`src/sv/twce_pkg.sv`:
```
// ----------------------------------------------------------------------------
// twce_pkg: shared types and constants of the text-window cell engine
// Request and result payloads, controller/datapath command and status
// bundles, function codes, cursor and walk operation codes.
// ----------------------------------------------------------------------------
package twce_pkg;

    localparam int MAX_COLS_DEF = 128;
    localparam int MAX_ROWS_DEF = 64;

    // configuration port
    localparam int CFG_IDX_W  = 3;
    localparam int CFG_DATA_W = 21;
    localparam logic [CFG_IDX_W-1:0] CFG_COLS   = 3'd0;
    localparam logic [CFG_IDX_W-1:0] CFG_ROWS   = 3'd1;
    localparam logic [CFG_IDX_W-1:0] CFG_ATTRS  = 3'd2;
    localparam logic [CFG_IDX_W-1:0] CFG_BLANK  = 3'd3;
    localparam logic [CFG_IDX_W-1:0] CFG_LOCKED = 3'd4;

    localparam logic [7:0]  COLS_RST  = 8'd80;
    localparam logic [6:0]  ROWS_RST  = 7'd24;
    localparam logic [15:0] ATTRS_RST = 16'd0;
    localparam logic [20:0] BLANK_RST = 21'd32;

    // character codes
    localparam logic [20:0] CH_TAB = 21'h09;
    localparam logic [20:0] CH_CR  = 21'h0d;
    localparam logic [20:0] CH_LF  = 21'h0a;
    localparam logic [31:0] CONT_MARK = 32'hDEADC0DE;

    // function codes
    localparam logic [4:0] FN_EMIT         = 5'd0;
    localparam logic [4:0] FN_CR           = 5'd1;
    localparam logic [4:0] FN_CLEAR        = 5'd2;
    localparam logic [4:0] FN_CLEAR_LINE   = 5'd3;
    localparam logic [4:0] FN_SCROLL_UP    = 5'd4;
    localparam logic [4:0] FN_SCROLL_DOWN  = 5'd5;
    localparam logic [4:0] FN_SCROLL_LEFT  = 5'd6;
    localparam logic [4:0] FN_SCROLL_RIGHT = 5'd7;
    localparam logic [4:0] FN_SET_XY       = 5'd8;
    localparam logic [4:0] FN_SET_X        = 5'd9;
    localparam logic [4:0] FN_SET_Y        = 5'd10;
    localparam logic [4:0] FN_STEP_UP      = 5'd11;
    localparam logic [4:0] FN_STEP_DOWN    = 5'd12;
    localparam logic [4:0] FN_STEP_LEFT    = 5'd13;
    localparam logic [4:0] FN_STEP_RIGHT   = 5'd14;
    localparam logic [4:0] FN_PEEK         = 5'd15;
    localparam logic [4:0] FN_ERASE_EOL    = 5'd16;

    // cursor column operations
    localparam logic [2:0] CX_KEEP = 3'd0;
    localparam logic [2:0] CX_ZERO = 3'd1;
    localparam logic [2:0] CX_INC  = 3'd2;
    localparam logic [2:0] CX_DEC  = 3'd3;
    localparam logic [2:0] CX_LAST = 3'd4;
    localparam logic [2:0] CX_LOAD = 3'd5;

    // cursor row operations
    localparam logic [2:0] CY_KEEP = 3'd0;
    localparam logic [2:0] CY_ZERO = 3'd1;
    localparam logic [2:0] CY_INC  = 3'd2;
    localparam logic [2:0] CY_DEC  = 3'd3;
    localparam logic [2:0] CY_LOAD = 3'd4;

    // store walk kinds
    localparam logic [2:0] WK_UP    = 3'd0;
    localparam logic [2:0] WK_DOWN  = 3'd1;
    localparam logic [2:0] WK_LEFT  = 3'd2;
    localparam logic [2:0] WK_RIGHT = 3'd3;
    localparam logic [2:0] WK_CLEAR = 3'd4;
    localparam logic [2:0] WK_LINE  = 3'd5;

    typedef struct packed {
        logic [4:0]  func;
        logic [20:0] char_code;
        logic [2:0]  char_cols;
        logic [7:0]  amount;
        logic [6:0]  pos_col;
        logic [5:0]  pos_row;
    } in_item_t;

    typedef struct packed {
        logic [31:0] cell_code;
        logic [15:0] cell_attrs;
        logic        cell_valid;
        logic [6:0]  cursor_col;
        logic [5:0]  cursor_row;
    } out_item_t;

    typedef struct packed {
        logic       latch_req;
        logic       clamp;
        logic [2:0] cx_op;
        logic [2:0] cy_op;
        logic       walk_start;
        logic [2:0] walk_kind;
        logic       walk_one;
        logic       walk_rd;
        logic       walk_wr;
        logic       draw_init;
        logic       erase_init;
        logic       put;
        logic       next;
        logic       peek_rd;
        logic       out_load;
    } cmd_t;

    typedef struct packed {
        logic [4:0] func;
        logic       is_tab;
        logic       is_eol;
        logic       w_zero;
        logic       fits;
        logic       cx_last;
        logic       cy_last;
        logic       cx_zero;
        logic       cy_zero;
        logic       locked;
        logic       col_ok;
        logic       row_ok;
        logic       amount_zero;
        logic       wcnt_one;
        logic       walk_last;
        logic       out_free;
    } status_t;

endpackage

```
`src/sv/twce_ctrl.sv`:
```
// ----------------------------------------------------------------------------
// twce_ctrl: command sequencer of the text-window cell engine
// Decodes each request and steps the datapath through cursor moves, cell
// writes, store walks and the result hand-off.
// ----------------------------------------------------------------------------
module twce_ctrl (
    input  logic              clk,
    input  logic              rst_n,
    input  logic              in_valid,
    output logic              in_stall,
    input  twce_pkg::status_t stat,
    output twce_pkg::cmd_t    cmd
);

    localparam logic [3:0] ST_IDLE   = 4'd0;
    localparam logic [3:0] ST_CLAMP  = 4'd1;
    localparam logic [3:0] ST_DECODE = 4'd2;
    localparam logic [3:0] ST_PUT    = 4'd3;
    localparam logic [3:0] ST_NEXT   = 4'd4;
    localparam logic [3:0] ST_SDOWN  = 4'd5;
    localparam logic [3:0] ST_WRD    = 4'd6;
    localparam logic [3:0] ST_WWR    = 4'd7;
    localparam logic [3:0] ST_FIN    = 4'd8;

    localparam logic [1:0] RET_FIN  = 2'd0;
    localparam logic [1:0] RET_NEXT = 2'd1;
    localparam logic [1:0] RET_PUT  = 2'd2;

    logic [3:0] state_reg, state_next;
    logic [1:0] ret_reg, ret_next;

    function automatic logic [3:0] ret_state(input logic [1:0] r);
        logic [3:0] s;
        case (r)
            RET_NEXT: s = ST_NEXT;
            RET_PUT:  s = ST_PUT;
            default:  s = ST_FIN;
        endcase
        return s;
    endfunction

    assign in_stall = (state_reg != ST_IDLE);

    always_comb
    begin
        cmd        = '0;
        state_next = state_reg;
        ret_next   = ret_reg;
        case (state_reg)
            ST_IDLE:
            begin
                if (in_valid)
                begin
                    cmd.latch_req = 1'b1;
                    state_next    = ST_CLAMP;
                end
            end
            ST_CLAMP:
            begin
                cmd.clamp  = 1'b1;
                state_next = ST_DECODE;
            end
            ST_DECODE:
            begin
                state_next = ST_FIN;
                ret_next   = RET_FIN;
                case (stat.func)
                    twce_pkg::FN_EMIT:
                    begin
                        if (stat.is_tab || (!stat.is_eol && stat.w_zero))
                        begin
                            state_next = ST_FIN;
                        end
                        else if (stat.is_eol)
                        begin
                            cmd.cx_op  = twce_pkg::CX_ZERO;
                            state_next = ST_SDOWN;
                        end
                        else
                        begin
                            cmd.draw_init = 1'b1;
                            if (stat.fits)
                            begin
                                state_next = ST_PUT;
                            end
                            else
                            begin
                                cmd.cx_op  = twce_pkg::CX_ZERO;
                                ret_next   = RET_PUT;
                                state_next = ST_SDOWN;
                            end
                        end
                    end
                    twce_pkg::FN_CR:
                    begin
                        cmd.cx_op  = twce_pkg::CX_ZERO;
                        state_next = ST_SDOWN;
                    end
                    twce_pkg::FN_CLEAR:
                    begin
                        cmd.cx_op      = twce_pkg::CX_ZERO;
                        cmd.cy_op      = twce_pkg::CY_ZERO;
                        cmd.walk_start = 1'b1;
                        cmd.walk_kind  = twce_pkg::WK_CLEAR;
                        state_next     = ST_WRD;
                    end
                    twce_pkg::FN_CLEAR_LINE:
                    begin
                        if (stat.row_ok)
                        begin
                            cmd.walk_start = 1'b1;
                            cmd.walk_kind  = twce_pkg::WK_LINE;
                            state_next     = ST_WRD;
                        end
                    end
                    twce_pkg::FN_SCROLL_UP, twce_pkg::FN_SCROLL_DOWN,
                    twce_pkg::FN_SCROLL_LEFT, twce_pkg::FN_SCROLL_RIGHT:
                    begin
                        if (!stat.amount_zero)
                        begin
                            cmd.walk_start = 1'b1;
                            cmd.walk_kind  = 3'(stat.func - twce_pkg::FN_SCROLL_UP);
                            state_next     = ST_WRD;
                        end
                    end
                    twce_pkg::FN_SET_XY:
                    begin
                        if (stat.col_ok && stat.row_ok)
                        begin
                            cmd.cx_op = twce_pkg::CX_LOAD;
                            cmd.cy_op = twce_pkg::CY_LOAD;
                        end
                    end
                    twce_pkg::FN_SET_X:
                    begin
                        if (stat.col_ok)
                        begin
                            cmd.cx_op = twce_pkg::CX_LOAD;
                        end
                    end
                    twce_pkg::FN_SET_Y:
                    begin
                        if (stat.row_ok)
                        begin
                            cmd.cy_op = twce_pkg::CY_LOAD;
                        end
                    end
                    twce_pkg::FN_STEP_UP:
                    begin
                        if (!stat.cy_zero)
                        begin
                            cmd.cy_op = twce_pkg::CY_DEC;
                        end
                    end
                    twce_pkg::FN_STEP_DOWN:
                    begin
                        state_next = ST_SDOWN;
                    end
                    twce_pkg::FN_STEP_LEFT:
                    begin
                        if (!stat.cx_zero)
                        begin
                            cmd.cx_op = twce_pkg::CX_DEC;
                        end
                        else if (!stat.cy_zero)
                        begin
                            cmd.cy_op = twce_pkg::CY_DEC;
                            cmd.cx_op = twce_pkg::CX_LAST;
                        end
                    end
                    twce_pkg::FN_STEP_RIGHT:
                    begin
                        if (!stat.cx_last)
                        begin
                            cmd.cx_op = twce_pkg::CX_INC;
                        end
                        else
                        begin
                            cmd.cx_op = twce_pkg::CX_ZERO;
                            if (!stat.locked)
                            begin
                                state_next = ST_SDOWN;
                            end
                        end
                    end
                    twce_pkg::FN_PEEK:
                    begin
                        cmd.peek_rd = 1'b1;
                    end
                    twce_pkg::FN_ERASE_EOL:
                    begin
                        cmd.erase_init = 1'b1;
                        state_next     = ST_PUT;
                    end
                    default:
                    begin
                        state_next = ST_FIN;
                    end
                endcase
            end
            ST_PUT:
            begin
                // write the cell under the cursor, then step right
                cmd.put = 1'b1;
                if (!stat.cx_last)
                begin
                    cmd.cx_op  = twce_pkg::CX_INC;
                    state_next = ST_NEXT;
                end
                else
                begin
                    cmd.cx_op = twce_pkg::CX_ZERO;
                    if (stat.locked)
                    begin
                        state_next = ST_NEXT;
                    end
                    else
                    begin
                        ret_next   = RET_NEXT;
                        state_next = ST_SDOWN;
                    end
                end
            end
            ST_NEXT:
            begin
                if (stat.wcnt_one)
                begin
                    state_next = ST_FIN;
                end
                else
                begin
                    cmd.next   = 1'b1;
                    state_next = ST_PUT;
                end
            end
            ST_SDOWN:
            begin
                if (!stat.cy_last)
                begin
                    cmd.cy_op  = twce_pkg::CY_INC;
                    state_next = ret_state(ret_reg);
                end
                else if (!stat.locked)
                begin
                    cmd.walk_start = 1'b1;
                    cmd.walk_kind  = twce_pkg::WK_UP;
                    cmd.walk_one   = 1'b1;
                    state_next     = ST_WRD;
                end
                else
                begin
                    state_next = ret_state(ret_reg);
                end
            end
            ST_WRD:
            begin
                cmd.walk_rd = 1'b1;
                state_next  = ST_WWR;
            end
            ST_WWR:
            begin
                cmd.walk_wr = 1'b1;
                state_next  = stat.walk_last ? ret_state(ret_reg) : ST_WRD;
            end
            ST_FIN:
            begin
                if (stat.out_free)
                begin
                    cmd.out_load = 1'b1;
                    state_next   = ST_IDLE;
                end
            end
            default:
            begin
                state_next = ST_IDLE;
            end
        endcase
    end

    always_ff @(posedge clk or negedge rst_n)
    begin
        if (!rst_n)
        begin
            state_reg <= ST_IDLE;
            ret_reg   <= RET_FIN;
        end
        else
        begin
            state_reg <= state_next;
            ret_reg   <= ret_next;
        end
    end

endmodule

```
`config.mk`:
```
export PLATFORM = sky130hd
export DESIGN_NAME = twce_ctrl
export DESIGN_NICKNAME = d
export VERILOG_FILES = /design/src/sv/twce_pkg.sv /design/src/sv/twce_ctrl.sv
export SDC_FILE = /design/constraint.sdc
export NUM_CORES = 1
export LEC_CHECK = 0
export ABC_AREA = 1
export BUFFER_PORTS_ARGS = -buffer_cell sky130_fd_sc_hd__buf_4
export CAP_MARGIN = 20
export CORE_ASPECT_RATIO = 0.8
export CORE_MARGIN = 1
export CORE_UTILIZATION = 40
export DETAILED_ROUTE_END_ITERATION = 10
export PLACE_DENSITY_LB_ADDON = 0.08
export SETUP_SLACK_MARGIN = 0.2
export SLEW_MARGIN = 20
export SYNTH_ARGS = -nofsm -noshare
export SYNTH_HDL_FRONTEND = slang
export SYNTH_SLANG_ARGS = --single-unit
```
`constraint.sdc`:
```
create_clock -name clk -period 1.8 [get_ports clk]
set_clock_uncertainty 0.2 [all_clocks]
set_input_delay 0.36 -clock clk [delete_from_list [all_inputs] [get_ports clk]]
set_output_delay 0.36 -clock clk [all_outputs]
set_load 0.02 [all_outputs]
```
==> results by group <==
Run status
  – Status: complete, but fails checks
  – Failing checks: setup timing

Critical path
  – CP Max Fanout: 4
  – Worst Setup Path Type: flop to primary output
  – Arrival time worst endpoint: 1.59 ns
  – CP Launch Type: flop
  – CP endpoint kind: primary output
  – Worst endpoint required time: 1.24 ns

STA
  – Final setup violating endpoints: 23
  – Setup TNS: -4.22 ns
  – Final hold vios: 0
  – Relative slew margins: 70.1%
  – Slew Limit Fails: 0
  – Final worst-path cycle share: 120%
  – Tmin final: 2.15 ns
  – Worst Setup Slack, final: -0.352 ns
  – F_max: 465 MHz
  – Worst-Margin Slew: 0.444 ns
  – RSZ-0062 raised after global routing: true

Clock network
  – Clock sink count: 6
  – Clock tree buffer depth: 2
  – TritonCTS clock tree: yes
  – H-Tree Depth: 1
  – Clk pin slew, worst setup/hold paths: 0.05 ns
  – CTS Buf Count: 3
  – CTS root buf: clkbuf_4
  – Clock latency on the worst-skew pair: 0.24 ns

Floorplanning
  – Core area: 0.00250 mm^2
  – Die Footprint: 0.00291 mm^2
  – FP Rows: 16
  – IO Pins: 45
  – Die X: 60.1 um
  – Initial core utilization: 43.2%
  – Die height: 48.5 um

Pwr
  – Clock power share: 6.6%
  – Combinational group share of total power: 79.9%
  – Pleak: 0.00119 uW
  – Final Power: 1880 uW
  – Power per cell area: 833 mW/mm^2
  – Sequential share of power: 13.5%
  – Switching share of power: 52.2%
  – Psw: 978 uW
  – Internal: 897 uW
  – Worst vdd ir: 0.000986 V

Logic synthesis
  – Seq/Total Area, Yosys: 13.9%
  – Synth warn: 0
  – Post-synthesis register bit count: 6
  – Syn Nets: 228
  – Mapped cell area: 0.00108 mm^2
  – Avg Cell Area, Syn: 5.32 um^2
  – Post-synthesis instance total: 203
  – Synth unique cells: 25

Final layout
  – Ratio of cells with drive above 1 in the final layout: 55.5%
  – Filler instances: 120
  – Post-route cell area: 0.00225 mm^2
  – Max reg flops: 4
  – Ant diodes: 0
  – Final nets: 326
  – Syn-to-layout area delta: 109%

Placement
  – Placed wire-length estimate: 3.13 mm
  – Placed inst area: 0.00188 mm^2
  – Routability congestion estimate: 0.964
  – IO buf count: 44
  – Pre-CTS setup slack: -0.185 ns

Detailed routing
  – Vias post-DR: 2013
  – Initial DRC Count: 249
  – Pre-Repair DR Iteration Count: 5
  – DRC: 0
  – WL/cell: 18.1 um
  – Routed WL: 6.05 mm
  – Via/cell ratio: 6.01
  – Remaining antenna violation count: 0

Worst hold path
  – Worst hold path class: input pin to flop

Global route
  – Grt ovf: 0
  – Initial antenna violation count: 0
  – First-pass GRT wire length: 6.80 mm
  – Pin count of the biggest net entering global routing: 8
  – Global-route usage over all layers: 30.9%
  – Vias in the first global route: 1473

Run
  – Max-Cap Viols: 0
==> critical path, cell delays in order (launching register included) <==
cell and delay [ns]:
dfrtp_1 0.45, nor2_4 0.16, buf_4 0.15, inv_1 0.07, nor2_4 0.17, nand2_1 0.11, nand2_2 0.09, buf_4 0.14
==> worst paths after layout <==
kind	from	endpoint	slack, ns	cells after the start
setup / recovery	state_reg[2]	cmd[17]	-0.35	7
hold / removal	stat[11]	ret_reg[1]	0.19	4
setup reg to reg	state_reg[2]	state_reg[0]	-0.09	9
hold reg to reg	ret_reg[1]	ret_reg[1]	0.35	2
max in group asynchronous	rst_n	state_reg[1]	1.02	2
min in group asynchronous	rst_n	state_reg[2]	0.26	2
==> synth_stat cells, drive strengths merged <==
library cell  number  area share [%]
inv               37              13
a21boi             1            0.70
dfrtp              6              14
a21oi              5             2.3
nor4               4             3.7
o211ai             3             2.1
ha                 2             2.3
nand2             53              18
nand4              5             2.9
or2                1            0.58
nor2              41              16
nor3               3             1.9
buf                4             3.5
nand3             26              13
o22ai              1            0.58
a31oi              1            0.58
o21ai             10             4.6
==> final cells by class <==
| type | count | area [um^2] | share of cell area (%) |
|---|---|---|---|
| multi-input cells | 156 | 1080 | 47.8 |
| repair buffers | 97 | 802 | 35.6 |
| inverters | 37 | 154 | 6.83 |
| flip-flops and latches | 6 | 151 | 6.72 |
| well taps | 36 | 45.0 | 2.00 |
| clock buffers | 3 | 22.5 | 1.00 |
==> layout by cell type, fill, tap and decap left out, types with 5 or more instances in the layout <==
| master | Yosys | final |
|---|---|---|
| buf_4 | 2 | 77 |
| nand2_1 | 53 | 35 |
| inv_1 | 34 | 26 |
| nand3_1 | 24 | 21 |
| nor2_1 | 37 | 21 |
| buf_6 | 2 | 19 |
| nor2_4 | 2 | 17 |
| nand2_2 | 0 | 13 |
| inv_2 | 3 | 8 |
| o21ai_0 | 9 | 8 |
| nand2_4 | 0 | 5 |
| nand4_1 | 5 | 5 |
| dfrtp_1 | 6 | 5 |
==> timing repair <==
action | 4_1_cts | 5_1_grt
setup buffers | 5 | 9
hold buffers | 1 | 0
gates resized for setup | 41 | 24
endpoints found under the setup margin | 23 | 26
pin swaps | 10 | 9
cloned | 0 | 0
hold endpoints to repair | 6 | 0
==> metal layers <==
metal	global-route usage (%)	wire length, um	vias up
met3	4.28	811	58
met2	44.4	2640	205
met5	0	0	-
met4	5.81	369	0
met1	48.7	2230	900
li1	-	-	850
==> power by group through the flow <==
stage / Clock [uW] / Sequential, uW / Combinational (uW)
after detailed placement: 0 / 238 / 1000
after CTS: 127 / 246 / 1130
after global routing: 145 / 260 / 1560
after global placement: 0 / 237 / 996
final: 124 / 253 / 1500
after floorplan: 0 / 211 / 645
==> through the flow <==
stage | cells | hold slack (ns) | util [%]
2_1_floorplan | 203 | -0.136 | -
3_3_place_gp | 317 | -0.0324 | 75.3
3_5_place_dp | 317 | -0.0313 | 75.3
4_1_cts | 326 | 0.186 | 83.8
5_1_grt | 335 | 0.198 | 90.0
6_report | 335 | 0.190 | 90.0
==> cells by family after synthesis <==
kind of cell               synth area share (%)
DFF                                        13.9
adders and majority gates                  2.32
AOI/OAI and AO/OA                          10.9
and+or+nand+nor                            56.5
buffers and inverters                      16.3
Power figures use the tool's default switching activity.
